`src/hw/rtl/ilr_pkg.sv`:
```
// ----------------------------------------------------------------------------
// ilr_pkg
// Shared types, widths, codes and the endpoint conversion of the isometric
// line rasteriser.
// ----------------------------------------------------------------------------
package ilr_pkg;

  localparam int FRAC_BITS  = 16;
  localparam int POS_W      = 32;
  localparam int GRID_W     = 10;
  localparam int ZOOM_W     = 8;
  localparam int FACT_W     = 16;
  localparam int SHIFT_W    = 13;
  localparam int Z_W        = 16;
  localparam int COLOR_W    = 24;
  localparam int PIX_W      = 16;
  localparam int SPAN_W     = 16;
  localparam int CFG_IDX_W  = 3;
  localparam int CFG_DATA_W = 16;

  localparam int ZW = GRID_W + 1 + ZOOM_W;
  localparam int PW = ZW + 2 + FACT_W;
  localparam int EW = PW + 2;
  localparam int DW = POS_W + 1;

  localparam int CLAMP_BITS = ((31 - FRAC_BITS) < 15) ? (31 - FRAC_BITS) : 15;
  localparam int UP_SH      = (FRAC_BITS >= 14) ? (FRAC_BITS - 14) : 0;
  localparam int DOWN_SH    = (FRAC_BITS < 14) ? (14 - FRAC_BITS) : 0;
  localparam int QBITS      = FRAC_BITS + 1;
  localparam int CNT_W      = $clog2(QBITS);

  localparam logic signed [EW-1:0] SAT_HI = EW'((64'sd1 <<< (CLAMP_BITS + 14)) - 64'sd1);
  localparam logic signed [EW-1:0] SAT_LO = EW'(-(64'sd1 <<< (CLAMP_BITS + 14)));

  localparam int FIFO_DEPTH = 4;
  localparam int FIFO_AW    = $clog2(FIFO_DEPTH);

  typedef enum logic [CFG_IDX_W-1:0] {
    CFG_ZOOM    = 3'd0,
    CFG_COS     = 3'd1,
    CFG_SIN     = 3'd2,
    CFG_SHIFT_X = 3'd3,
    CFG_SHIFT_Y = 3'd4
  } cfg_idx_e;

  typedef enum logic {
    CMD_LOAD = 1'b0,
    CMD_TICK = 1'b1
  } cmd_e;

  typedef enum logic [1:0] {
    ST_IDLE = 2'd0,
    ST_SPAN = 2'd1,
    ST_DIV  = 2'd2
  } back_state_e;

  typedef struct packed {
    logic        [ZOOM_W-1:0]  zoom;
    logic signed [FACT_W-1:0]  cos_f;
    logic signed [FACT_W-1:0]  sin_f;
    logic signed [SHIFT_W-1:0] shift_x;
    logic signed [SHIFT_W-1:0] shift_y;
  } cfg_t;

  typedef struct packed {
    logic                    is_load;
    logic signed [POS_W-1:0] x0;
    logic signed [POS_W-1:0] y0;
    logic signed [POS_W-1:0] x1;
    logic signed [POS_W-1:0] y1;
    logic [COLOR_W-1:0]      color;
  } cmd_t;

  // saturate a q.14 coordinate and rescale it to the position format
  function automatic logic signed [POS_W-1:0] to_pos(logic signed [EW-1:0] v);
    logic signed [EW-1:0] s;
    logic signed [EW-1:0] t;
    if (v > SAT_HI) begin
      s = SAT_HI;
    end else if (v < SAT_LO) begin
      s = SAT_LO;
    end else begin
      s = v;
    end
    t = (s <<< UP_SH) >>> DOWN_SH;
    return t[POS_W-1:0];
  endfunction

endpackage

```
`src/hw/rtl/ilr_front.sv`:
```
// ----------------------------------------------------------------------------
// ilr_front
// Input side: takes items, zooms and projects both endpoints in a short
// multiplier pipeline and hands classified commands to the queue.
// ----------------------------------------------------------------------------
module ilr_front import ilr_pkg::*; (
  input  logic                      clk_i,
  input  logic                      rst_ni,
  input  cfg_t                      cfg_i,
  input  logic                      push,
  output logic                      full,
  input  logic                      cmd_i,
  input  logic [GRID_W-1:0]         grid_x_i,
  input  logic [GRID_W-1:0]         grid_y_i,
  input  logic                      direction_i,
  input  logic signed [Z_W-1:0]     z_start_i,
  input  logic signed [Z_W-1:0]     z_end_i,
  input  logic [COLOR_W-1:0]        color_i,
  output logic                      cmd_valid_o,
  output cmd_t                      cmd_o,
  input  logic                      cmd_full_i
);

  logic adv;

  logic                  s1_valid_q;
  logic                  s1_load_q;
  logic [ZW-1:0]         s1_xa_q, s1_ya_q, s1_xb_q, s1_yb_q;
  logic signed [Z_W-1:0] s1_za_q, s1_zb_q;
  logic [COLOR_W-1:0]    s1_color_q;

  logic                  s2_valid_q;
  logic                  s2_load_q;
  logic signed [PW-1:0]  s2_pxa_q, s2_pya_q, s2_pxb_q, s2_pyb_q;
  logic signed [Z_W-1:0] s2_za_q, s2_zb_q;
  logic [COLOR_W-1:0]    s2_color_q;

  logic [GRID_W:0]       gx_end, gy_end;
  logic signed [ZW:0]    diff_a, diff_b;
  logic signed [ZW+1:0]  sum_a, sum_b;
  logic signed [EW-1:0]  ex_a, ey_a, ex_b, ey_b;

  assign adv  = !(s2_valid_q && cmd_full_i);
  assign full = !adv;

  assign gx_end = {1'b0, grid_x_i} + {{GRID_W{1'b0}}, ~direction_i};
  assign gy_end = {1'b0, grid_y_i} + {{GRID_W{1'b0}}, direction_i};

  assign diff_a = $signed({1'b0, s1_xa_q}) - $signed({1'b0, s1_ya_q});
  assign diff_b = $signed({1'b0, s1_xb_q}) - $signed({1'b0, s1_yb_q});
  assign sum_a  = $signed({2'b00, s1_xa_q}) + $signed({2'b00, s1_ya_q});
  assign sum_b  = $signed({2'b00, s1_xb_q}) + $signed({2'b00, s1_yb_q});

  assign ex_a = EW'(s2_pxa_q) + (EW'(cfg_i.shift_x) <<< 14);
  assign ex_b = EW'(s2_pxb_q) + (EW'(cfg_i.shift_x) <<< 14);
  assign ey_a = EW'(s2_pya_q) - (EW'(s2_za_q) <<< 14) + (EW'(cfg_i.shift_y) <<< 14);
  assign ey_b = EW'(s2_pyb_q) - (EW'(s2_zb_q) <<< 14) + (EW'(cfg_i.shift_y) <<< 14);

  always_comb begin
    cmd_o.is_load = s2_load_q;
    cmd_o.x0      = to_pos(ex_a);
    cmd_o.y0      = to_pos(ey_a);
    cmd_o.x1      = to_pos(ex_b);
    cmd_o.y1      = to_pos(ey_b);
    cmd_o.color   = s2_color_q;
  end

  assign cmd_valid_o = s2_valid_q;

  always_ff @(posedge clk_i or negedge rst_ni) begin
    if (!rst_ni) begin
      s1_valid_q <= 1'b0;
      s2_valid_q <= 1'b0;
    end else if (adv) begin
      s1_valid_q <= push;
      s2_valid_q <= s1_valid_q;
    end
  end

  // zoom stage
  always_ff @(posedge clk_i) begin
    if (adv) begin
      s1_load_q  <= (cmd_i == CMD_LOAD);
      s1_xa_q    <= ZW'(grid_x_i) * ZW'(cfg_i.zoom);
      s1_ya_q    <= ZW'(grid_y_i) * ZW'(cfg_i.zoom);
      s1_xb_q    <= ZW'(gx_end) * ZW'(cfg_i.zoom);
      s1_yb_q    <= ZW'(gy_end) * ZW'(cfg_i.zoom);
      s1_za_q    <= z_start_i;
      s1_zb_q    <= z_end_i;
      s1_color_q <= color_i;
    end
  end

  // projection stage
  always_ff @(posedge clk_i) begin
    if (adv) begin
      s2_load_q  <= s1_load_q;
      s2_pxa_q   <= PW'(diff_a) * PW'(cfg_i.cos_f);
      s2_pxb_q   <= PW'(diff_b) * PW'(cfg_i.cos_f);
      s2_pya_q   <= PW'(sum_a) * PW'(cfg_i.sin_f);
      s2_pyb_q   <= PW'(sum_b) * PW'(cfg_i.sin_f);
      s2_za_q    <= s1_za_q;
      s2_zb_q    <= s1_zb_q;
      s2_color_q <= s1_color_q;
    end
  end

endmodule

```
`config.mk`:
```
export PLATFORM = sky130hd
export DESIGN_NAME = ilr_front
export DESIGN_NICKNAME = d
export VERILOG_FILES = /design/src/hw/rtl/ilr_pkg.sv /design/src/hw/rtl/ilr_front.sv
export SDC_FILE = /design/constraint.sdc
export NUM_CORES = 2
export LEC_CHECK = 0
export ABC_AREA = 1
export BUFFER_PORTS_ARGS = -buffer_cell sky130_fd_sc_hd__buf_2
export CORE_MARGIN = 2
export CORE_UTILIZATION = 30
export CTS_CLUSTER_DIAMETER = 60
export DETAILED_ROUTE_END_ITERATION = 12
export PLACE_DENSITY = 0.52
export RECOVER_POWER = 25
export SLEW_MARGIN = 20
export SYNTH_ARGS = -nofsm -noshare
export SYNTH_HDL_FRONTEND = slang
export SYNTH_SLANG_ARGS = --single-unit
```
`constraint.sdc`:
```
create_clock -name clk_i -period 9.2 [get_ports clk_i]
set_input_delay 0.92 -clock clk_i [delete_from_list [all_inputs] [get_ports clk_i]]
set_output_delay 0.92 -clock clk_i [all_outputs]
set_load 0.02 [all_outputs]
```
==> impl_results.md <==
* Final Hold Vio Count at 0
* Layout Nets at 12,160
* Die H at 514.1 um
* Post-route ant nets at 0
* Failing checks: capacitance limit, slew limit
* CTS tree: yes
* Placed Area at 83,560 um2
* Worst r2r path cells at 35
* Post-synth ARST share at 0.5988%
* Worst slew pin tran at 3.196 ns
* Top_reg_cell synth: edfxtp_1
* Final period util at 91.24%
* Max-cap violations at 6
* Min Tclk post-route at 8.394 ns
* Final Cell Area at 85,340 um2
* Row count at 187
* Maximum clock rate at 119.1 MHz
* RSZ-0062 raised after global routing: no
* TNS Setup at 0 ns
* Worst EP arrival at 8.84 ns
* Vias in the first global route at 66,460
* GP Congestion at 0.9116
* Most numerous cell on the critical path: nand2_1
* Final WS setup at 0.8062 ns
* Crit-path max cell delay at 0.62 ns
* H-tree levels at 2
* YS warnings at 0
* CTS Buf Count at 50
* Post-synthesis register bit count at 334
* Worst path top cell family by delay: adder cells
* Grt ovf at 0
* Post-Syn Area at 78,050 um2
* Largest net degree at the start of global routing at 125
* HP Class: input pin to flop
* First-pass GRT wire length at 385,600 um
* Deepest clock path buffer count at 3
* Register area share after synthesis at 12.84%
* Startpoint types: flop
* Vias/cell at 4.698
* Initial DRC Count at 4,289
* CTS Sinks at 334
* Core Region at 259,200 um2
* # port buffers at 294
* Final Slew Violations at 233
* Drt first pass iters at 5
* Ports at 303
* Skew final at 0.08542 ns
* Critical-path top delay cell: inv_1
* Top post-synthesis cells by area: fa_1 35%, edfxtp_1 13%, ha_1 13%
* Finish-stage setup viols at 0
* Initial core utilization at 30.11%
* Max-slew headroom at -113.6%
* Die W at 514.1 um
* CTS resizes at 0
* Area growth, synth to finish at 9.341%
* Worst-path clk slew at 0.06 ns
* Setup Fix Bufs, Post-CTS at 0
* Post-DP HPWL at 207,200 um
* Initial antenna violation count at 24
* Worst Path Buf+Inv at 5
* Crit path max fanout at 11
* Synth top area share at 34.96%
* Util after Layout at 32.92%
* Cell variety after synth at 60
* Mean post-synth cell area at 8.079 um2
* Vias at 62,570
* Worst slack, placed at 0.8095 ns
* Layout cells sized above 1 at 5.825%
* Critical Path RT at 9.65 ns
* EDFF count, synth at 332
* DRC Markers at 0
* Die ar. at 264,300 um2
* Hold depth at 1
* Clk Latency, worst-skew pair at 0.72 ns
* Post-synth top area cell: fa_1
* Status: finished, violations left
* Root buffer cell: clkbuf_16
* CP Capture Type: flop
* CP Class: flop to flop
* Final wirelength at 246,100 um
* Syn Inst Count at 9,661
* WL/cell at 18.48 um
* Crit. path cell count at 35
* Total track usage at 18.71%
per-stage QoR:
step                instances  hold slack (ns)
global route            13320           0.3288
detailed placement      13210           0.4054
finish                  13320           0.3722
floorplan                9668           0.4003
CTS                     13310           0.2950
global placement        13210           0.4002
metal layers:
| layer | routed length (um) | up-vias | track usage [%] |
|---|---|---|---|
| met5 | 145 | - | 0 |
| met4 | 7826 | 22 | 5.710 |
| met3 | 15480 | 346 | 2.701 |
| met2 | 110000 | 1814 | 30.00 |
| met1 | 112700 | 31080 | 26.01 |
| li1 | - | 29310 | - |
final timing paths:
path | from | end | slack, ns
worst min register to register | s1_color_q[17] | s2_color_q[17] | 0.42
min in group asynchronous | rst_ni | cmd_valid_o | 0.61
worst min-delay path | color_i[11] | s1_color_q[11] | 0.37
max in group asynchronous | rst_ni | s1_valid_q | 8.47
worst max register to register | s1_xa_q[2] | s2_pxa_q[27] | 0.81
worst max-delay path | s1_xa_q[2] | s2_pxa_q[27] | 0.81
cells in the mapped netlist, drive strengths merged, types with 2 or more instances:
master and instances:
ha 788, a21o 31, buf 79, o31ai 11, a221oi 3, o21ai 219
inv 2360, a31oi 26, nor3 59, o211ai 8, xor2 218, a21boi 11
o21bai 26, clkbuf 184, xnor2 103, nor2 1019, a211oi 8, nand4 51
a21oi 409, dfrtp 2, or2 39, fa 1363, and2 4, o221ai 2
edfxtp 332, nand2 2015, nand3b 11, o21a 17, clkinv 21, o2111ai 5
nand3 212, nor4 19
sequential cells by signal (all words and copies together), names as in the netlist:
register,cells
s1_load_q,1
s2_load_q,1
s1_xa_q,18
s1_za_q,16
s2_pyb_q,37
s1_color_q,24
s1_zb_q,16
s2_pxb_q,36
s1_ya_q,18
s2_za_q,16
s1_yb_q,19
s2_pya_q,36
s1_xb_q,19
s1_valid_q,1
s2_zb_q,16
s2_color_q,24
s2_pxa_q,35
cmd_valid_o,1
worst register-to-register path, delay by kind of cell, from the launching register on:
kind | cells | cell delay, ns
compound gates | 8 | 1.61
xor+xnor | 1 | 0.13
fa+ha+maj | 8 | 3.76
buf+inv | 5 | 0.85
flops | 1 | 0.41
simple gates | 13 | 1.45
what timing repair did:
| action | in CTS | in global routing |
|---|---|---|
| hold buffers | 1 | 0 |
| endpoints found under the hold margin | 2 | 0 |
| setup endpoints to repair | 0 | 0 |
cell type report:
| type | instances | area [um2] |
|---|---|---|
| Sequential cell | 334 | 10020 |
| Fill cell | 27510 | 173900 |
| Timing Repair Buffer | 407 | 2322 |
| Antenna cell | 10 | 25.02 |
| Multi-Input combinational cell | 6690 | 57990 |
| Clock inverter | 34 | 473.0 |
| Clock buffer | 59 | 1315 |
| Tap cell | 3402 | 4257 |
| Inverter | 2381 | 8937 |
cells by family after synthesis:
group	Yosys count	synth area share, %
flops	334	12.84
compound gates	779	5.529
simple gates	3431	17.47
fa+ha+maj	2151	47.59
buf+inv	2644	12.90
xor+xnor	321	3.665
other cells	1	0.004804
layout by cell type (no fill, tap or decap), types with 9 or more instances in the layout:
cell type	n
a21o_1	31
a21oi_1	402
a31oi_1	26
buf_2	289
buf_4	105
clkbuf_1	16
clkbuf_16	50
clkinv_1	27
diode_2	10
edfxtp_1	332
fa_1	1363
ha_1	788
inv_1	2343
inv_2	16
inv_6	9
nand2_1	1995
nand2_2	20
nand3_1	210
nand3b_1	11
nand4_1	51
nor2_1	1016
nor3_1	57
nor4_1	18
o21a_1	17
o21ai_0	206
o21bai_1	23
o31ai_1	11
or2_2	35
xnor2_1	103
xor2_1	213
Power is not shown: default switching activity piles up to over one toggle a cycle in this logic, so the estimate is an artifact.
