$ cat src/hw/rtl/ilr_pkg.sv
// ----------------------------------------------------------------------------
// ilr_pkg
// Shared types, widths, codes and the endpoint conversion of the isometric
// line rasteriser.
// ----------------------------------------------------------------------------
package ilr_pkg;

  localparam int FRAC_BITS  = 16;
  localparam int POS_W      = 32;
  localparam int GRID_W     = 10;
  localparam int ZOOM_W     = 8;
  localparam int FACT_W     = 16;
  localparam int SHIFT_W    = 13;
  localparam int Z_W        = 16;
  localparam int COLOR_W    = 24;
  localparam int PIX_W      = 16;
  localparam int SPAN_W     = 16;
  localparam int CFG_IDX_W  = 3;
  localparam int CFG_DATA_W = 16;

  localparam int ZW = GRID_W + 1 + ZOOM_W;
  localparam int PW = ZW + 2 + FACT_W;
  localparam int EW = PW + 2;
  localparam int DW = POS_W + 1;

  localparam int CLAMP_BITS = ((31 - FRAC_BITS) < 15) ? (31 - FRAC_BITS) : 15;
  localparam int UP_SH      = (FRAC_BITS >= 14) ? (FRAC_BITS - 14) : 0;
  localparam int DOWN_SH    = (FRAC_BITS < 14) ? (14 - FRAC_BITS) : 0;
  localparam int QBITS      = FRAC_BITS + 1;
  localparam int CNT_W      = $clog2(QBITS);

  localparam logic signed [EW-1:0] SAT_HI = EW'((64'sd1 <<< (CLAMP_BITS + 14)) - 64'sd1);
  localparam logic signed [EW-1:0] SAT_LO = EW'(-(64'sd1 <<< (CLAMP_BITS + 14)));

  localparam int FIFO_DEPTH = 4;
  localparam int FIFO_AW    = $clog2(FIFO_DEPTH);

  typedef enum logic [CFG_IDX_W-1:0] {
    CFG_ZOOM    = 3'd0,
    CFG_COS     = 3'd1,
    CFG_SIN     = 3'd2,
    CFG_SHIFT_X = 3'd3,
    CFG_SHIFT_Y = 3'd4
  } cfg_idx_e;

  typedef enum logic {
    CMD_LOAD = 1'b0,
    CMD_TICK = 1'b1
  } cmd_e;

  typedef enum logic [1:0] {
    ST_IDLE = 2'd0,
    ST_SPAN = 2'd1,
    ST_DIV  = 2'd2
  } back_state_e;

  typedef struct packed {
    logic        [ZOOM_W-1:0]  zoom;
    logic signed [FACT_W-1:0]  cos_f;
    logic signed [FACT_W-1:0]  sin_f;
    logic signed [SHIFT_W-1:0] shift_x;
    logic signed [SHIFT_W-1:0] shift_y;
  } cfg_t;

  typedef struct packed {
    logic                    is_load;
    logic signed [POS_W-1:0] x0;
    logic signed [POS_W-1:0] y0;
    logic signed [POS_W-1:0] x1;
    logic signed [POS_W-1:0] y1;
    logic [COLOR_W-1:0]      color;
  } cmd_t;

  // saturate a q.14 coordinate and rescale it to the position format
  function automatic logic signed [POS_W-1:0] to_pos(logic signed [EW-1:0] v);
    logic signed [EW-1:0] s;
    logic signed [EW-1:0] t;
    if (v > SAT_HI) begin
      s = SAT_HI;
    end else if (v < SAT_LO) begin
      s = SAT_LO;
    end else begin
      s = v;
    end
    t = (s <<< UP_SH) >>> DOWN_SH;
    return t[POS_W-1:0];
  endfunction

endpackage

$ cat src/hw/rtl/ilr_back.sv
// ----------------------------------------------------------------------------
// ilr_back
// Drawing side: sets up a segment with a bit-serial step division and
// steps the position one pixel per tick into the result register.
// ----------------------------------------------------------------------------
module ilr_back import ilr_pkg::*; (
  input  logic                      clk_i,
  input  logic                      rst_ni,
  input  logic                      q_empty_i,
  input  cmd_t                      q_data_i,
  output logic                      q_pop_o,
  output logic                      empty,
  input  logic                      pop,
  output logic signed [PIX_W-1:0]   pixel_x_o,
  output logic signed [PIX_W-1:0]   pixel_y_o,
  output logic [COLOR_W-1:0]        pixel_color_o,
  output logic                      last_o
);

  back_state_e st_q, st_d;

  logic signed [POS_W-1:0] pos_x_q, pos_y_q, step_x_q, step_y_q;
  logic [SPAN_W-1:0]       pixels_left_q;
  logic [COLOR_W-1:0]      seg_color_q;
  logic signed [DW-1:0]    dx_q, dy_q;
  logic [SPAN_W-1:0]       span_q;
  logic [SPAN_W-1:0]       rem_x_q, rem_y_q;
  logic [QBITS-1:0]        dvd_x_q, dvd_y_q;
  logic [CNT_W-1:0]        cnt_q;

  logic                    out_valid_q;
  logic signed [PIX_W-1:0] out_x_q, out_y_q;
  logic [COLOR_W-1:0]      out_color_q;
  logic                    out_last_q;

  logic take_load, take_tick, emit, div_done;
  logic slot_free;

  logic [DW-1:0]           ax, ay, amax;
  logic [SPAN_W-1:0]       span_new;
  logic [SPAN_W:0]         tx, ty;
  logic                    gex, gey;
  logic [SPAN_W-1:0]       rem_x_nx, rem_y_nx;
  logic [QBITS-1:0]        q_x_nx, q_y_nx;
  logic signed [POS_W-1:0] hx, hy;
  logic signed [PIX_W-1:0] pix_x, pix_y;

  assign slot_free = !out_valid_q || pop;
  assign div_done  = (cnt_q == '0);

  // next state
  always_comb begin
    st_d = st_q;
    case (st_q)
      ST_IDLE: begin
        if (take_load) begin
          st_d = ST_SPAN;
        end
      end
      ST_SPAN: begin
        if (span_new != '0) begin
          st_d = ST_DIV;
        end else begin
          st_d = ST_IDLE;
        end
      end
      ST_DIV: begin
        if (div_done) begin
          st_d = ST_IDLE;
        end
      end
      default: st_d = ST_IDLE;
    endcase
  end

  // outputs
  always_comb begin
    take_load = 1'b0;
    take_tick = 1'b0;
    emit      = 1'b0;
    case (st_q)
      ST_IDLE: begin
        if (!q_empty_i) begin
          if (q_data_i.is_load) begin
            take_load = 1'b1;
          end else if (pixels_left_q == '0) begin
            take_tick = 1'b1;
          end else if (slot_free) begin
            take_tick = 1'b1;
            emit      = 1'b1;
          end
        end
      end
      default: begin
        take_load = 1'b0;
      end
    endcase
  end

  assign q_pop_o = take_load || take_tick;

  // span and divider
  assign ax       = dx_q[DW-1] ? DW'(-dx_q) : DW'(dx_q);
  assign ay       = dy_q[DW-1] ? DW'(-dy_q) : DW'(dy_q);
  assign amax     = (ax > ay) ? ax : ay;
  assign span_new = SPAN_W'(amax >> FRAC_BITS);

  assign tx       = {rem_x_q, dvd_x_q[QBITS-1]};
  assign ty       = {rem_y_q, dvd_y_q[QBITS-1]};
  assign gex      = (tx >= {1'b0, span_q});
  assign gey      = (ty >= {1'b0, span_q});
  assign rem_x_nx = gex ? SPAN_W'(tx - {1'b0, span_q}) : tx[SPAN_W-1:0];
  assign rem_y_nx = gey ? SPAN_W'(ty - {1'b0, span_q}) : ty[SPAN_W-1:0];
  assign q_x_nx   = {dvd_x_q[QBITS-2:0], gex};
  assign q_y_nx   = {dvd_y_q[QBITS-2:0], gey};

  // truncation toward zero of the current position
  assign hx    = pos_x_q >>> FRAC_BITS;
  assign hy    = pos_y_q >>> FRAC_BITS;
  assign pix_x = hx[PIX_W-1:0] + PIX_W'(pos_x_q[POS_W-1] && (|pos_x_q[FRAC_BITS-1:0]));
  assign pix_y = hy[PIX_W-1:0] + PIX_W'(pos_y_q[POS_W-1] && (|pos_y_q[FRAC_BITS-1:0]));

  always_ff @(posedge clk_i or negedge rst_ni) begin
    if (!rst_ni) begin
      st_q          <= ST_IDLE;
      pixels_left_q <= '0;
      cnt_q         <= '0;
      out_valid_q   <= 1'b0;
    end else begin
      st_q <= st_d;
      if (emit) begin
        out_valid_q   <= 1'b1;
        pixels_left_q <= pixels_left_q - SPAN_W'(1);
      end else if (pop) begin
        out_valid_q <= 1'b0;
      end
      case (st_q)
        ST_SPAN: begin
          cnt_q <= CNT_W'(QBITS - 1);
          if (span_new == '0) begin
            pixels_left_q <= '0;
          end
        end
        ST_DIV: begin
          cnt_q <= cnt_q - CNT_W'(1);
          if (div_done) begin
            pixels_left_q <= span_q;
          end
        end
        default: begin
          cnt_q <= cnt_q;
        end
      endcase
    end
  end

  always_ff @(posedge clk_i) begin
    if (take_load) begin
      pos_x_q     <= q_data_i.x0;
      pos_y_q     <= q_data_i.y0;
      seg_color_q <= q_data_i.color;
      dx_q        <= DW'(q_data_i.x1) - DW'(q_data_i.x0);
      dy_q        <= DW'(q_data_i.y1) - DW'(q_data_i.y0);
    end else if (emit) begin
      pos_x_q <= pos_x_q + step_x_q;
      pos_y_q <= pos_y_q + step_y_q;
    end
    if (st_q == ST_SPAN) begin
      span_q  <= span_new;
      rem_x_q <= SPAN_W'(ax >> QBITS);
      rem_y_q <= SPAN_W'(ay >> QBITS);
      dvd_x_q <= ax[QBITS-1:0];
      dvd_y_q <= ay[QBITS-1:0];
      if (span_new == '0) begin
        step_x_q <= '0;
        step_y_q <= '0;
      end
    end
    if (st_q == ST_DIV) begin
      rem_x_q <= rem_x_nx;
      rem_y_q <= rem_y_nx;
      dvd_x_q <= q_x_nx;
      dvd_y_q <= q_y_nx;
      if (div_done) begin
        step_x_q <= dx_q[DW-1] ? -POS_W'(q_x_nx) : POS_W'(q_x_nx);
        step_y_q <= dy_q[DW-1] ? -POS_W'(q_y_nx) : POS_W'(q_y_nx);
      end
    end
    if (emit) begin
      out_x_q     <= pix_x;
      out_y_q     <= pix_y;
      out_color_q <= seg_color_q;
      out_last_q  <= (pixels_left_q == SPAN_W'(1));
    end
  end

  assign empty         = !out_valid_q;
  assign pixel_x_o     = out_x_q;
  assign pixel_y_o     = out_y_q;
  assign pixel_color_o = out_color_q;
  assign last_o        = out_last_q;

  a_div_nonzero: assert property (@(posedge clk_i) disable iff (!rst_ni)
    (st_q == ST_DIV) |-> (span_q != '0))
    else $error("division running with zero span");

  a_emit_count: assert property (@(posedge clk_i) disable iff (!rst_ni)
    emit |=> (pixels_left_q == $past(pixels_left_q) - SPAN_W'(1)))
    else $error("pixel count not decremented on emit");

  a_busy_no_pop: assert property (@(posedge clk_i) disable iff (!rst_ni)
    (st_q != ST_IDLE) |-> !q_pop_o)
    else $error("queue consumed during segment setup");

endmodule

$ cat config.mk
export PLATFORM = sky130hd
export DESIGN_NAME = ilr_back
export DESIGN_NICKNAME = d
export VERILOG_FILES = /design/src/hw/rtl/ilr_pkg.sv /design/src/hw/rtl/ilr_back.sv
export SDC_FILE = /design/constraint.sdc
export NUM_CORES = 1
export LEC_CHECK = 0
export ABC_AREA = 0
export BUFFER_PORTS_ARGS = -buffer_cell sky130_fd_sc_hd__buf_2
export CORE_MARGIN = 10
export CORE_UTILIZATION = 60
export DETAILED_ROUTE_END_ITERATION = 7
export PLACE_DENSITY = 0.8
export SLEW_MARGIN = 0
export SYNTH_ARGS = -nofsm -noshare
export SYNTH_HDL_FRONTEND = slang
export SYNTH_SLANG_ARGS = --single-unit
export TNS_END_PERCENT = 100
$ cat constraint.sdc
create_clock -name clk_i -period 22.3 [get_ports clk_i]
set_clock_uncertainty 0.15 [all_clocks]
set_input_delay 4.46 -clock clk_i [delete_from_list [all_inputs] [get_ports clk_i]]
set_output_delay 4.46 -clock clk_i [all_outputs]
set_load 0.05 [all_outputs]
==> results.json <==
{
  "cp.arrival_ps": 5120,
  "worstPathMaxFanout": 2,
  "drt_iter0_drc": 2145,
  "ys.warnings.count": 0,
  "grt_overflow": 0,
  "core_area_um2": 42900,
  "hold_ws_ps": 267,
  "grt_max_degree": 96,
  "netlist_instances": 2630,
  "drv_slew": 0,
  "grt_pass1_wl_um": 115000,
  "synth_edf_count": 293,
  "fin_crit_sh_pct": 43.6,
  "ir_drop_mv": 0.115,
  "worstPathRequired_ps": 17690,
  "drt-total-wl_um": 73200,
  "ys_types": 82,
  "hpwlAfterDp_um": 55000,
  "synth_fp_nets": 2999,
  "wl_per_cell_um": 21.2,
  "vias_per_cell": 6.25,
  "antennaDiodeCount": 0,
  "clk_pin_slew_worst_paths_ps": 60,
  "instances_no_fill": 3448,
  "htreeDepth": 2,
  "cts_buffers": 42,
  "finalHoldViolations": 0,
  "critPathCaptureType": "primary output",
  "rows": 76,
  "antenna_found_initial": 1,
  "die_area_um2": 52000,
  "min_path_type": "register to register",
  "synth_top_area_cell": "edfxtp_1",
  "place_ws_ps": 12560,
  "maxSlewHeadroom_pct": 15.8,
  "status": "complete, no violations",
  "post_cts_buffers": 0,
  "setup_ws_ps": 12570,
  "gr-usage-all-layers_pct": 27.2,
  "nFillCells": 3362,
  "nets": 3199,
  "cellLeakagePower_uw": 0.0122,
  "syn_avg_cell_area_um2": 9.87,
  "netlist_area_um2": 26000,
  "drive_gt1_share_pct": 13.1,
  "p_per_area_nw_per_um2": 150,
  "ys_async_sr_fraction_pct": 6.30,
  "gp_congestion": 0.954,
  "tightest_slew_ps": 1260,
  "post-route-min-period_ps": 9730,
  "cts-resized-gates": 0,
  "synth_top_area_share_pct": 33.9,
  "clk_latency_ps": 580,
  "syn2layout_area_growth_pct": 11.8,
  "initial_core_util_pct": 60.5,
  "setup-tns-final_ps": 0,
  "setup.worst_path.class": "input pin to primary output",
  "drt-pass1-iter-count": 6,
  "synthTopCellsByArea": "edfxtp_1 34%, ha_1 9.9%, xnor2_1 5.6%, dfxtp_1 4.9%, a21o_1 3.2%",
  "maxCapViolations": 0,
  "drcViolationCount": 0,
  "hold_buffers": 0,
  "seq_area_frac_synth_pct": 41.1,
  "die_height_um": 228,
  "synth_common_cells": "293 x edfxtp_1, 206 x ha_1, 193 x nand2_1",
  "io_buffers": 215,
  "num_vias": 21600,
  "clock-sinks": 381,
  "cts_buffer_depth": 3,
  "die_w_um": 228,
  "ys_ff_latch": 381,
  "finalSetupViolCount": 0,
  "drtAntennaViolNets": 0,
  "io_pins": 216,
  "worstSetupStartpointType": "input pin",
  "synth.most_common_cell": "edfxtp_1",
  "dp.cells": 3371,
  "ys.flop_type": "edfxtp_1",
  "grt_pass1_vias": 21000,
  "max_freq_mhz": 103,
  "cts_root_buffer": "clkbuf_16",
  "grt_setup_unrepaired": "no",
  "tritoncts": "yes"
}
-- layout by cell type, fill, tap and decap left out, types with 24 or more instances in the layout --
cell type,synthesis,layout
a22o_1,32,32
nand4_1,24,24
dfxtp_1,64,64
dfrtp_1,24,24
xnor2_1,166,166
ha_1,206,204
or3_1,29,29
buf_2,6,215
nor3_1,63,63
nand2_1,193,193
o21a_1,26,26
nor4_1,29,29
o21ai_0,116,116
nand3_1,59,59
o31ai_1,41,41
nor2_1,161,161
inv_1,188,187
and3_1,25,25
xor2_1,77,77
edfxtp_1,293,293
nand2b_1,41,40
a31oi_1,33,33
a21oi_1,164,164
clkbuf_16,0,47
mux2i_1,74,74
nor2b_1,26,26
a21o_1,111,111
-- per-layer routing --
layer | up-vias | wire [um] | GRT usage (%)
met5 | - | 0 | 0
met4 | 0 | 2250 | 9.37
met3 | 138 | 4930 | 3.39
met2 | 832 | 34900 | 45.1
met1 | 10400 | 31000 | 36.1
li1 | 10200 | - | -
-- final timing paths --
path | from | end | slack (ps) | cells past startpoint
setup / recovery | q_empty_i | q_pop_o | 12570 | 4
setup reg to reg | dy_q[2] | pixels_left_q[2] | 16300 | 15
min in group asynchronous | rst_ni | pixels_left_q[11] | 3710 | 1
max in group asynchronous | rst_ni | st_q[1] | 17920 | 1
hold / removal | seg_color_q[2] | pixel_color_o[2] | 270 | 0
hold reg to reg | seg_color_q[2] | pixel_color_o[2] | 270 | 0
-- cell type report --
cell class | count | area (um2) | share of cell area, %
clock buffers | 60 | 1230 | 4.26
clock inverters | 17 | 178 | 0.612
inverters | 188 | 711 | 2.45
multi-input cells | 1984 | 14300 | 49.2
flip-flops and latches | 381 | 10700 | 36.8
well taps | 585 | 732 | 2.52
repair buffers | 233 | 1210 | 4.17
-- critical path, cell delays in order --
cell,delay (ps)
buf_2,100
nand2b_1,160
a21oi_1,120
buf_2,280
-- flip-flops by register name, indices dropped and copies added (netlist names), 24 cells and up --
name           cells
dy_q              33
step_y_q          32
seg_color_q       24
dx_q              33
pos_x_q           32
pixel_color_o     24
pos_y_q           32
step_x_q          32
-- power by group --
part           switching [uW]  internal, uW
Clock                     298           423
Combinational            1330           923
Sequential                215          1170
Total                    1850          2510
-- per-stage QoR --
stage / utilization, % / total power [uW] / area (um2)
2_1_floorplan: - / 3050 / 26000
3_3_place_gp: 64.4 / 3490 / 27600
3_5_place_dp: 64.4 / 3580 / 27600
4_1_cts: 67.7 / 4330 / 29000
5_1_grt: 67.7 / 4650 / 29000
6_report: 67.7 / 4360 / 29000
-- kinds of logic (layout without fill, tap and decap cells) --
group / after synthesis / in the layout / synth area share, %
AND/OR/NAND/NOR: 739 / 739 / 14.4
AO/OA/AOI/OAI: 694 / 694 / 18.1
flip-flops: 381 / 381 / 41.1
buffers and inverters: 265 / 498 / 3.98
XOR/XNOR: 243 / 243 / 8.20
adder cells (fa/ha/maj): 212 / 212 / 10.4
multiplexers: 96 / 96 / 3.81
Note: power is estimated with default switching activity, not from simulation.
