### config.mk
export PLATFORM = sky130hd
export DESIGN_NAME = ilr_fifo
export DESIGN_NICKNAME = d
export VERILOG_FILES = /design/src/hw/rtl/ilr_pkg.sv /design/src/hw/rtl/ilr_fifo.sv
export SDC_FILE = /design/constraint.sdc
export NUM_CORES = 1
export LEC_CHECK = 0
export BUFFER_PORTS_ARGS = -buffer_cell sky130_fd_sc_hd__buf_4
export CORE_MARGIN = 2
export CORE_UTILIZATION = 45
export DETAILED_ROUTE_END_ITERATION = 12
export PLACE_DENSITY = 0.65
export SETUP_SLACK_MARGIN = 0.1
export SLEW_MARGIN = 30
export SYNTH_ARGS = -nofsm -noshare
export SYNTH_HDL_FRONTEND = slang
export SYNTH_SLANG_ARGS = --single-unit
### constraint.sdc
create_clock -name clk_i -period 9.5 [get_ports clk_i]
set_input_delay 0.475 -clock clk_i [delete_from_list [all_inputs] [get_ports clk_i]]
set_output_delay 0.475 -clock clk_i [all_outputs]
set_load 0.01 [all_outputs]
### src/hw/rtl/ilr_pkg.sv
// ----------------------------------------------------------------------------
// ilr_pkg
// Shared types, widths, codes and the endpoint conversion of the isometric
// line rasteriser.
// ----------------------------------------------------------------------------
package ilr_pkg;

  localparam int FRAC_BITS  = 16;
  localparam int POS_W      = 32;
  localparam int GRID_W     = 10;
  localparam int ZOOM_W     = 8;
  localparam int FACT_W     = 16;
  localparam int SHIFT_W    = 13;
  localparam int Z_W        = 16;
  localparam int COLOR_W    = 24;
  localparam int PIX_W      = 16;
  localparam int SPAN_W     = 16;
  localparam int CFG_IDX_W  = 3;
  localparam int CFG_DATA_W = 16;

  localparam int ZW = GRID_W + 1 + ZOOM_W;
  localparam int PW = ZW + 2 + FACT_W;
  localparam int EW = PW + 2;
  localparam int DW = POS_W + 1;

  localparam int CLAMP_BITS = ((31 - FRAC_BITS) < 15) ? (31 - FRAC_BITS) : 15;
  localparam int UP_SH      = (FRAC_BITS >= 14) ? (FRAC_BITS - 14) : 0;
  localparam int DOWN_SH    = (FRAC_BITS < 14) ? (14 - FRAC_BITS) : 0;
  localparam int QBITS      = FRAC_BITS + 1;
  localparam int CNT_W      = $clog2(QBITS);

  localparam logic signed [EW-1:0] SAT_HI = EW'((64'sd1 <<< (CLAMP_BITS + 14)) - 64'sd1);
  localparam logic signed [EW-1:0] SAT_LO = EW'(-(64'sd1 <<< (CLAMP_BITS + 14)));

  localparam int FIFO_DEPTH = 4;
  localparam int FIFO_AW    = $clog2(FIFO_DEPTH);

  typedef enum logic [CFG_IDX_W-1:0] {
    CFG_ZOOM    = 3'd0,
    CFG_COS     = 3'd1,
    CFG_SIN     = 3'd2,
    CFG_SHIFT_X = 3'd3,
    CFG_SHIFT_Y = 3'd4
  } cfg_idx_e;

  typedef enum logic {
    CMD_LOAD = 1'b0,
    CMD_TICK = 1'b1
  } cmd_e;

  typedef enum logic [1:0] {
    ST_IDLE = 2'd0,
    ST_SPAN = 2'd1,
    ST_DIV  = 2'd2
  } back_state_e;

  typedef struct packed {
    logic        [ZOOM_W-1:0]  zoom;
    logic signed [FACT_W-1:0]  cos_f;
    logic signed [FACT_W-1:0]  sin_f;
    logic signed [SHIFT_W-1:0] shift_x;
    logic signed [SHIFT_W-1:0] shift_y;
  } cfg_t;

  typedef struct packed {
    logic                    is_load;
    logic signed [POS_W-1:0] x0;
    logic signed [POS_W-1:0] y0;
    logic signed [POS_W-1:0] x1;
    logic signed [POS_W-1:0] y1;
    logic [COLOR_W-1:0]      color;
  } cmd_t;

  // saturate a q.14 coordinate and rescale it to the position format
  function automatic logic signed [POS_W-1:0] to_pos(logic signed [EW-1:0] v);
    logic signed [EW-1:0] s;
    logic signed [EW-1:0] t;
    if (v > SAT_HI) begin
      s = SAT_HI;
    end else if (v < SAT_LO) begin
      s = SAT_LO;
    end else begin
      s = v;
    end
    t = (s <<< UP_SH) >>> DOWN_SH;
    return t[POS_W-1:0];
  endfunction

endpackage

### src/hw/rtl/ilr_fifo.sv
// ----------------------------------------------------------------------------
// ilr_fifo
// Short command queue between the projection front and the drawing back.
// ----------------------------------------------------------------------------
module ilr_fifo import ilr_pkg::*; (
  input  logic clk_i,
  input  logic rst_ni,
  input  logic wr_i,
  input  cmd_t wr_data_i,
  output logic full_o,
  input  logic rd_i,
  output cmd_t rd_data_o,
  output logic empty_o
);

  cmd_t               mem_q [FIFO_DEPTH];
  logic [FIFO_AW-1:0] wr_ptr_q, rd_ptr_q;
  logic [FIFO_AW:0]   count_q;
  logic               do_wr, do_rd;

  assign full_o    = (count_q == (FIFO_AW+1)'(FIFO_DEPTH));
  assign empty_o   = (count_q == '0);
  assign do_wr     = wr_i && !full_o;
  assign do_rd     = rd_i && !empty_o;
  assign rd_data_o = mem_q[rd_ptr_q];

  always_ff @(posedge clk_i or negedge rst_ni) begin
    if (!rst_ni) begin
      wr_ptr_q <= '0;
      rd_ptr_q <= '0;
      count_q  <= '0;
    end else begin
      if (do_wr) begin
        wr_ptr_q <= wr_ptr_q + FIFO_AW'(1);
      end
      if (do_rd) begin
        rd_ptr_q <= rd_ptr_q + FIFO_AW'(1);
      end
      if (do_wr && !do_rd) begin
        count_q <= count_q + (FIFO_AW+1)'(1);
      end else if (do_rd && !do_wr) begin
        count_q <= count_q - (FIFO_AW+1)'(1);
      end
    end
  end

  always_ff @(posedge clk_i) begin
    if (do_wr) begin
      mem_q[wr_ptr_q] <= wr_data_i;
    end
  end

endmodule

==> results.md, run 1 <==
* Ratio of cells with drive above 1 in the final layout at 46.7%
* Largest net degree at the start of global routing at 67
* CP startpoint kind: flip-flop
* Syn nets at ~1000
* Synth top area share at about four fifths
* Initial antenna violation count at 2
* Netlist cell types at 21
* Hpwl dp at about 26000 um
* Count of flip-flops with a built-in enable after synthesis at 612
* Chip width at 228 um
* Final #Nets at between 1k and 1.5k
* Yosys warnings at 0
* Routed wl met2 at about 22000 um
* Post-Syn Area at ~22000 sq um
* Worst-Skew Late Latency at ~0.60 ns
* WL per Instance at 22.5 um
* Sw power at roughly 0.0025 W
* Status: finished clean
* Fmax achieved at 248 MHz
* DRC viols at 0
* DRT Pass-1 Iters at 5
* Int Pwr at approximately 0.0064 W
* Share of the clock period used by the worst path at between 40% and 50%
* Post-route cell area at 27600 sq um
* Minimum clock period after layout at 4.04 ns
* Type of the worst min-delay path: in2reg
* Final design utilization at 56.2%
* Ant. Diodes at 0
* CP endpoint kind: primary output
* Final Skew at 0.0115 ns
* TritonCTS clock tree: built
* Post-synth top cells: edfxtp_1 (612), mux4_2 (153), buf_2 (16)
* Worst VDD drop at approximately 230 uV
* Avg Cell Area, Syn at 26.9 sq um
* Placer Congestion at 0.712
* Post-synthesis register bit count at 619
* Final slew viol count at 0
* Async SR Flop Fraction at 1.13%
* Post-DRT Antenna Nets at 0
* Final setup viols at 0
* WL met3 at between 3000 and 4000 um
* First-pass GRT wire length at 63400 um
* Power Dens Cells at around 320 nW/um^2
* Htree depth at 2
* Initial DRC Count at 638
* Setup Buffers After CTS at 0
* Most frequent cell after synthesis: edfxtp_1
* IO Pins at 312
* Top FF cell, synth: edfxtp_1
* CTS root buffer: clkbuf_16
* Power share of the sequential group at 43.0%
* Highest routed layer: met5
* Hold Vio Cnt, Final at 0
* Critical path fanouts, max at 65
* Routed vias at 9910
* Initial core utilization at 45.8%
* TNS Setup at 0 ns
* Cell taking the most area after synthesis: edfxtp_1
* Comb pwr share at roughly 30%
* Syn Inst Count at 835
* Sequential area share after synthesis at 82.5%
* Area of the core at 49200 sq um
* Die area at between 50000 and 60000 sq um
* DRT Wirelength at 42900 um
* Worst hold slack at 0.0685 ns
* Critical path class: reg2out
* Leakage power at about 9.4 nW
* Least-Margin Pin Slew at between 0.8 and 0.9 ns
* Die Ht at 228 um
* Row cnt at 81
* Port Buffers at 311
* Switching part of the total power at 27.8%
* Num CTS Buffers at 61
* Placed cell area at 25500 sq um
* Clock sink total at 619
* Max Cap Viol at 0
* Worst EP required at 9.03 ns
* RSZ-0062 raised after global routing: no
* Slew margin rel. at ~40%
* Longest Clk Path Bufs at 3
* Gr usage total at between 10% and 20%
* Wire length on met1 at 16600 um
* Synth area leaders: edfxtp_1 (82%), mux4_2 (15%), dfrtp_1 (0.78%), buf_6 (0.55%), buf_2 (0.36%)
* Clk pwr share at approximately 27%
* CP arrival at 3.56 ns
* Vias per std cell at between 5 and 6
* Area Overhead vs Synth at 22.7%
* Reg clk slew, reported paths at 0.06 ns
* Vias in the first global route at 10.5k
* Global route overflow at 0
[sequential cells by signal, summed over array words and instances, names as in the netlist]
signal	cells
count_q	3
mem_q	612
rd_ptr_q	2
wr_ptr_q	2
[metrics by stage]
stage	instances	power (W)	worst slack, ns
3_3_place_gp	1790	0.00652	5.78
6_report	1904	0.00881	5.46
4_1_cts	1904	0.00898	5.11
2_1_floorplan	835	0.00543	4.64
5_1_grt	1904	0.00923	5.32
3_5_place_dp	1790	0.00655	5.80
[cell families after synthesis]
kind of cell	synth area share, %
xor gates and xnor gates	0.234
DFF	82.5
buffers and inverters	1.21
adders and majority gates	0.367
muxes	15.4
and+or+nand+nor	0.278
[power by group through the flow]
stage / clock network (W) / registers, W / logic (W)
final: 0.00241 / 0.00379 / 0.00261
after CTS: 0.00247 / 0.00381 / 0.00270
after floorplan: 0 / 0.00382 / 0.00161
after global placement: 0 / 0.00383 / 0.00269
after global routing: 0.00256 / 0.00384 / 0.00282
after detailed placement: 0 / 0.00386 / 0.00269
[timing repair]
action / 4_1_cts / 5_1_grt
hold endpoints to repair: 7 / 0
hold buffers: 1 / 0
resized for setup: 0 / 0
[path summary, 6_finish.rpt]
path                                 from  slack, ns            end  cells past startpoint
setup / recovery              rd_ptr_q[1]       5.46  rd_data_o[67]                      4
hold / removal             wr_data_i[125]       0.07  mem_q[2][125]                      1
setup reg to reg               count_q[2]       6.28   mem_q[2][57]                      5
hold reg to reg                count_q[2]       0.48     count_q[2]                      1
max in group asynchronous          rst_ni       9.12    rd_ptr_q[0]                      2
min in group asynchronous          rst_ni       0.23    rd_ptr_q[1]                      2
[layout by cell type, fill, tap and decap left out, drive strengths merged]
master / synthesis / final
nor2b: 1 / 1
fa: 1 / 1
dlygate4sd3: 0 / 1
mux4: 153 / 153
nand2: 1 / 1
nor2: 1 / 1
ha: 5 / 5
nand3: 1 / 1
clkbuf: 1 / 72
inv: 4 / 5
edfxtp: 612 / 612
nor3b: 1 / 1
and2: 4 / 4
xor2: 2 / 2
xnor2: 4 / 4
dfrtp: 7 / 7
bufinv: 0 / 9
mux2: 2 / 2
buf: 34 / 326
or3: 1 / 1
clkinvlp: 0 / 3
clkinv: 0 / 28
[critical path, cell delays in order (launching register included)]
cell,delay (ns)
dfrtp_4,0.78
buf_4,0.76
buf_6,0.61
mux4_2,0.44
buf_4,0.16
[routing by layer]
metal  track usage (%)  vias to the layer above
li1                  -                     4334
met1              20.9                     5221
met2              27.5                      293
met3              5.99                       58
met4              4.68                        4
met5                 0                        -
[area by class of cell]
cell class / instances / area [sq um]
clock buffers: 72 / 1610
clock inverters: 41 / 433
repair buffers: 327 / 2480
inverters: 4 / 15.0
flip-flops and latches: 619 / 18600
fillers: 3629 / 21600
multi-input cells: 177 / 3680
well taps: 664 / 831
No activity file was read; power rests on OpenSTA's default activity.
==> run 2: changes to the inputs <==
--- a/config.mk
+++ b/config.mk
@@ -9,7 +9,7 @@
 export CORE_MARGIN = 2
 export CORE_UTILIZATION = 45
 export DETAILED_ROUTE_END_ITERATION = 12
-export PLACE_DENSITY = 0.65
+export PLACE_DENSITY = 0.67
 export SETUP_SLACK_MARGIN = 0.1
 export SLEW_MARGIN = 30
 export SYNTH_ARGS = -nofsm -noshare
==> constraint.sdc (replaced) <==
create_clock -name clk_i -period 3.3 [get_ports clk_i]
set_input_delay 0.165 -clock clk_i [delete_from_list [all_inputs] [get_ports clk_i]]
set_output_delay 0.165 -clock clk_i [all_outputs]
set_load 0.01 [all_outputs]
==> results.md, run 2 (synthesis gave the netlist of run 1 again) <==
* Status: finished clean
* WL per Instance at 21.5 um (-4.4%)
* Critical path buffers and inverters at 2 (-1)
* Final #Nets at 1522 (+12%)
* Power Dens Cells at 874 nW/um^2 (+170%)
* DRT Wirelength at 44700 um (+4.2%)
* Num CTS Buffers at 60 (-1.6%)
* Final setup viols at 0 (unchanged)
* CP arrival at 2.63 ns (-0.93 ns)
* Die Ht at 228 um (unchanged)
* Hold Path Depth at 3 (+2)
* CTS Hold Bufs at 156 (+155)
* Final Skew at 0.0168 ns (+0.00534 ns)
* DRC viols at 0 (unchanged)
* Area of the core at 49200 sq um (unchanged)
* Minimum clock period after layout at 2.80 ns
* Initial antenna violation count at 6 (+4)
* Least-Margin Pin Slew at 0.705 ns (-0.192 ns)
* TritonCTS clock tree: built
* Top Registers: mem_q (612), count_q (3)
* Placed cell count at 1805 (+0.84%)
* Reg clk slew, reported paths at 0.06 ns (about the same)
* CP endpoint kind: primary output
* R2R Path Start: count_q[2]
* TNS Setup at 0 ns (unchanged)
* Initial DRC Count at 637 (-0.16%)
* Chip width at 228 um (unchanged)
* Clock sink total at 619 (unchanged)
* Row cnt at 81 (unchanged)
* Routed vias at 10.7k (+7.5%)
* R2r worst-path depth at 4 (-1)
* Vias per std cell at 5.14 (-1.3%)
* Most frequent cells in the layout: edfxtp_1 (612), buf_4 (327), dlygate4sd3_1 (156)
* Worst VDD drop at 461 uV (+100%)
* CP endpoint: rd_data_o[147]
* Hpwl dp at 26400 um (+2.1%)
* Layout filler cell count at 3473 (-4.3%)
* Vias in the first global route at 11.6k (+9.7%)
* Global route overflow at 0 (unchanged)
* Gr usage total at 17.3% (+0.62 points)
* Largest net degree at the start of global routing at 87 (+30%)
* Post-DRT Antenna Nets at 0 (unchanged)
* Setup Buffers After CTS at 0 (unchanged)
* CTS root buffer: clkbuf_16
* Reg2Reg Setup Slack at 0.96 ns (-5.32 ns)
* Slew margin rel. at 53.0% (+13 points)
* Worst-Skew Late Latency at 0.60 ns (about the same)
* DRT Pass-1 Iters at 6 (+1)
* CP startpoint: rd_ptr_q[0]
* CP startpoint kind: flip-flop
* Port Buffers at 311 (unchanged)
* Placer Congestion at 0.742 (+4.2%)
* Critical R2R Capture: mem_q[1][80]
* CP peak stage delay at 0.89 ns (+0.11 ns)
* Leakage power at 10.1 nW (+7.7%)
* Hold Vio Cnt, Final at 0 (unchanged)
* Ratio of cells with drive above 1 in the final layout at 42.0% (-4.7 points)
* Die area at 51800 sq um (unchanged)
* Area Overhead vs Synth at 30.4%
* Crit-path cells: buf_4 > mux4_2 > buf_4
* Type of the worst min-delay path: in2reg
* Final slew viol count at 0 (unchanged)
* CP max stage cell: dfrtp_4
* RSZ-0062 raised after global routing: no
* First-pass GRT wire length at 66600 um (+4.9%)
* Worst EP required at 3.13 ns (-5.90 ns)
* Share of the clock period used by the worst path at 84.8%
* Top cell by count, worst path: buf_4
* Max reg flops at 612 (unchanged)
* Htree depth at 2 (unchanged)
* Max Cap Viol at 0 (unchanged)
* IO Pins at 312 (unchanged)
* Critical Path Stages at 3 (-1)
* Fmax achieved at 357 MHz
* Longest Clk Path Bufs at 3 (unchanged)
* Commonest non-fill, non-tap cell in the layout: edfxtp_1
* Initial core utilization at 45.8% (unchanged)
* Cts repair resizes at 0 (unchanged)
* Critical path fanouts, max at 29 (-55%)
* CP top delay family: flip-flops
* Largest reg by FF count: mem_q
* Non-filler cells, final at 2075 (+9.0%)
* Critical path class: reg2out
* Final design utilization at 59.7% (+3.5 points)
==> run 2: cell count changes in the layout (fill, tap and decap cells not counted) <==
cell           delta
dlygate4sd3_1   +155
buf_12           +14
buf_4             +6
buf_6             -5
clkbuf_8          +5
diode_2           +4
bufinv_16         -3
clkbuf_1          +2
clkbuf_16         -2
clkinv_1          -2
clkinv_2          -1
clkinv_4          -1
inv_6             -1
==> run 2: cell type report <==
type,count,area (sq um),share of cell area (%)
antenna,4,10.0,0.0341
multi-input combinational,177,3680,12.5
tap,664,831,2.83
clock buffer,77,1640,5.58
clock inverter,33,313,1.07
sequential,619,18600,63.3
inverter,4,15.0,0.0512
timing repair buffer,497,4300,14.6
==> run 2: where the power goes <==
group          total, W  switching, W  internal [W]
registers        0.0109      0.000527        0.0104
logic           0.00803       0.00391       0.00411
clock network   0.00670       0.00276       0.00394
total            0.0256       0.00720        0.0184
==> run 2: per-stage QoR <==
step | worst slack (ns) | power [W] | hold WS, ns | cell area (sq um)
floorplan | 0.149 | 0.0155 | -0.131 | 22500
global placement | 0.969 | 0.0190 | -0.0140 | 25800
detailed placement | 0.925 | 0.0191 | -0.0119 | 25800
CTS | 0.362 | 0.0261 | 0.0166 | 29300
global route | 0.303 | 0.0268 | 0.0472 | 29300
finish | 0.503 | 0.0256 | 0.0552 | 29300
==> run 2: layer usage <==
layer  wire (um)  track usage, %  share of wire [%]
met1       17900            21.3                 40
met3        2790            4.40                6.2
met4         949            5.82                2.1
met2       23100            29.8                 52
met5          27               0              0.060
==> run 2: worst min-delay path by stage <==
stage	slack (ns)	endpoint	start
2_1_floorplan	-0.13	count_q[0]	rst_ni
3_3_place_gp	-0.01	rd_ptr_q[1]	rst_ni
3_5_place_dp	-0.01	count_q[2]	rst_ni
4_1_cts	0.02	wr_ptr_q[0]	wr_i
5_1_grt	0.05	wr_ptr_q[0]	wr_i
6_report	0.06	wr_ptr_q[0]	wr_i
==> run 2: tightest hold or removal path: cells and delay by family <==
family / cells / cell delay, ns
simple gates: 1 / 0.19
xor+xnor: 1 / 0.15
buf+inv: 1 / 0.11
==> run 3: changes to the inputs <==
==> constraint.sdc (replaced) <==
create_clock -name clk_i -period 2.5 [get_ports clk_i]
set_input_delay 0.125 -clock clk_i [delete_from_list [all_inputs] [get_ports clk_i]]
set_output_delay 0.125 -clock clk_i [all_outputs]
set_load 0.01 [all_outputs]
==> results.md, run 3 (synthesis gave the netlist of run 1 again) <==
* Chip width at 228 um (unchanged)
* DRC viols at 0 (unchanged)
* Status: finished clean
* Final setup viols at 0 (unchanged)
* Longest Clk Path Bufs at 3 (unchanged)
* CP peak stage delay at 0.56 ns (-0.33 ns)
* Critical path buffers and inverters at 3 (+1)
* Reg2Reg Setup Slack at 0.39 ns (-0.57 ns)
* Power share of the sequential group at 41.6% (-0.9 points)
* Comb pwr share at 32.7% (+1.4 points)
* Initial DRC Count at 596 (-6.4%)
* Die Ht at 228 um (unchanged)
* Largest net degree at the start of global routing at 76 (-13%)
* Htree depth at 2 (unchanged)
* WL per Instance at 21.7 um (+0.62%)
* CP max stage cell: mux4_2
* Minimum clock period after layout at around 2.3 ns
* CP endpoint kind: primary output
* Int Pwr at 0.0244 W (+33%)
* Placed cell count at 1800 (-0.28%)
* CP arrival at 2.22 ns (-0.41 ns)
* Worst VDD drop at 740 uV (+61%)
* Final #Nets at 1527 (+0.33%)
* Initial core utilization at 45.8% (unchanged)
* Critical path fanouts, max at 11 (-62%)
* Post-DRT Antenna Nets at 0 (unchanged)
* Critical path class: reg2out
* Top Registers: mem_q (612), count_q (3)
* Ratio of cells with drive above 1 in the final layout at 41.8% (-0.25 points)
* CTS root buffer: clkbuf_16
* Worst EP required at 2.38 ns (-0.75 ns)
* Initial antenna violation count at 5 (-1)
* Area Overhead vs Synth at 31.1%
* Least-Margin Pin Slew at 0.525 ns (-0.180 ns)
* CP startpoint kind: flip-flop
* Global route overflow at 0 (unchanged)
* Slew margin rel. at 65.0% (+12 points)
* Gr usage total at 17.4% (+0.088 points)
* Worst hold slack at 0.251 ns (+0.196 ns)
* Routed vias at 10.6k (-0.71%)
* First-pass GRT wire length at 67200 um (+0.92%)
* Power Dens Cells at 1150 nW/um^2 (+32%)
* Row cnt at 81 (unchanged)
* DRT Wirelength at 45000 um (+0.82%)
* Vias per std cell at 5.09 (-0.90%)
* Area of the core at 49200 sq um (unchanged)
* Type of the worst min-delay path: in2reg
* IO Pins at 312 (unchanged)
* Commonest non-fill, non-tap cell in the layout: edfxtp_1
* TritonCTS clock tree: built
* Hpwl dp at 25500 um (-3.2%)
* Final design utilization at 60.0% (+0.32 points)
* Reg clk slew, reported paths at 0.06 ns (about the same)
* Largest reg by FF count: mem_q
* Non-filler cells, final at 2079 (+0.19%)
* Switching part of the total power at 28.1% (+0.066 points)
* Leakage power at 10.1 nW (+0.47%)
* Max Cap Viol at 0 (unchanged)
* Final slew viol count at 0 (unchanged)
* Die area at 51800 sq um (unchanged)
* Port Buffers at 311 (unchanged)
* Worst-Skew Late Latency at 0.62 ns (+0.02 ns)
* Final Skew at 0.0199 ns (+0.00312 ns)
* Clk pwr share at 25.7% (-0.5 points)
* Final Total Pwr at 0.0340 W (+33%)
* Hold Vio Cnt, Final at 0 (unchanged)
* Most frequent cells in the layout: edfxtp_1 (612), buf_4 (320), dlygate4sd3_1 (157)
* Fmax achieved at ~430 MHz
* Num CTS Buffers at 61 (+1.7%)
* RSZ-0062 raised after global routing: yes
* Placer Congestion at 0.696 (-6.2%)
* Clock sink total at 619 (unchanged)
* CP top delay family: buffers and inverters
* Crit-path cells: buf_4 > buf_16 > mux4_2 > buf_4
* DRT Pass-1 Iters at 4 (-2)
* TNS Setup at 0 ns (unchanged)
* Max reg flops at 612 (unchanged)
* Vias in the first global route at 11.4k (-1.1%)
* Share of the clock period used by the worst path at 93.7%
* Sw power at 0.00958 W (+33%)
* Top cell by count, worst path: buf_4
==> run 3: per-stage QoR <==
| stage | cell area, sq um | setup slack, ns |
|---|---|---|
| 2_1_floorplan | 22500 | -0.651 |
| 3_3_place_gp | 25900 | 0.414 |
| 3_5_place_dp | 25900 | 0.384 |
| 4_1_cts | 29400 | 0.00231 |
| 5_1_grt | 29500 | 0.0760 |
| 6_report | 29500 | 0.158 |
==> run 3: power groups by stage <==
| stage | Sequential (W) | Clock [W] | Combinational [W] |
|---|---|---|---|
| floorplan | 0.0143 | 0 | 0.00613 |
| global placement | 0.0143 | 0 | 0.0109 |
| detailed placement | 0.0144 | 0 | 0.0109 |
| CTS | 0.0142 | 0.00897 | 0.0111 |
| global route | 0.0143 | 0.00939 | 0.0119 |
| finish | 0.0142 | 0.00873 | 0.0111 |
==> run 3: layout make-up <==
type | count | area, sq um
multi-input combinational | 177 | 3680
inverter | 4 | 15.0
clock inverter | 27 | 243
sequential | 619 | 18600
fill | 3453 | 19700
timing repair buffer | 501 | 4480
tap | 664 | 831
antenna | 2 | 5.00
clock buffer | 85 | 1680
==> run 3: what timing repair did <==
item                                   in CTS  in global routing
gates resized for setup                     2                  0
buffers inserted                            0                  5
setup endpoints to repair                  92                127
hold buffers                              157                  0
gates cloned                                0                  3
endpoints found under the hold margin     623                  0
==> run 3: final timing paths <==
check                           endpoint           from  cells after the start
min                         mem_q[0][49]  wr_data_i[49]                      2
max                        rd_data_o[21]    rd_ptr_q[0]                      4
max reg2reg                   count_q[2]     count_q[0]                      8
max in group asynchronous    rd_ptr_q[0]         rst_ni                      3
min reg2reg                   count_q[2]     count_q[2]                      1
min in group asynchronous     count_q[0]         rst_ni                      3
==> run 3: routing by layer <==
metal | vias to the layer above | wire, um | share of wire (%) | global-route usage, %
li1 | 4688 | - | - | -
met1 | 5560 | 18200 | 40 | 21.9
met2 | 254 | 22500 | 50 | 28.9
met3 | 74 | 3270 | 7.3 | 5.68
met4 | 6 | 991 | 2.2 | 5.02
met5 | - | 41 | 0.091 | 0
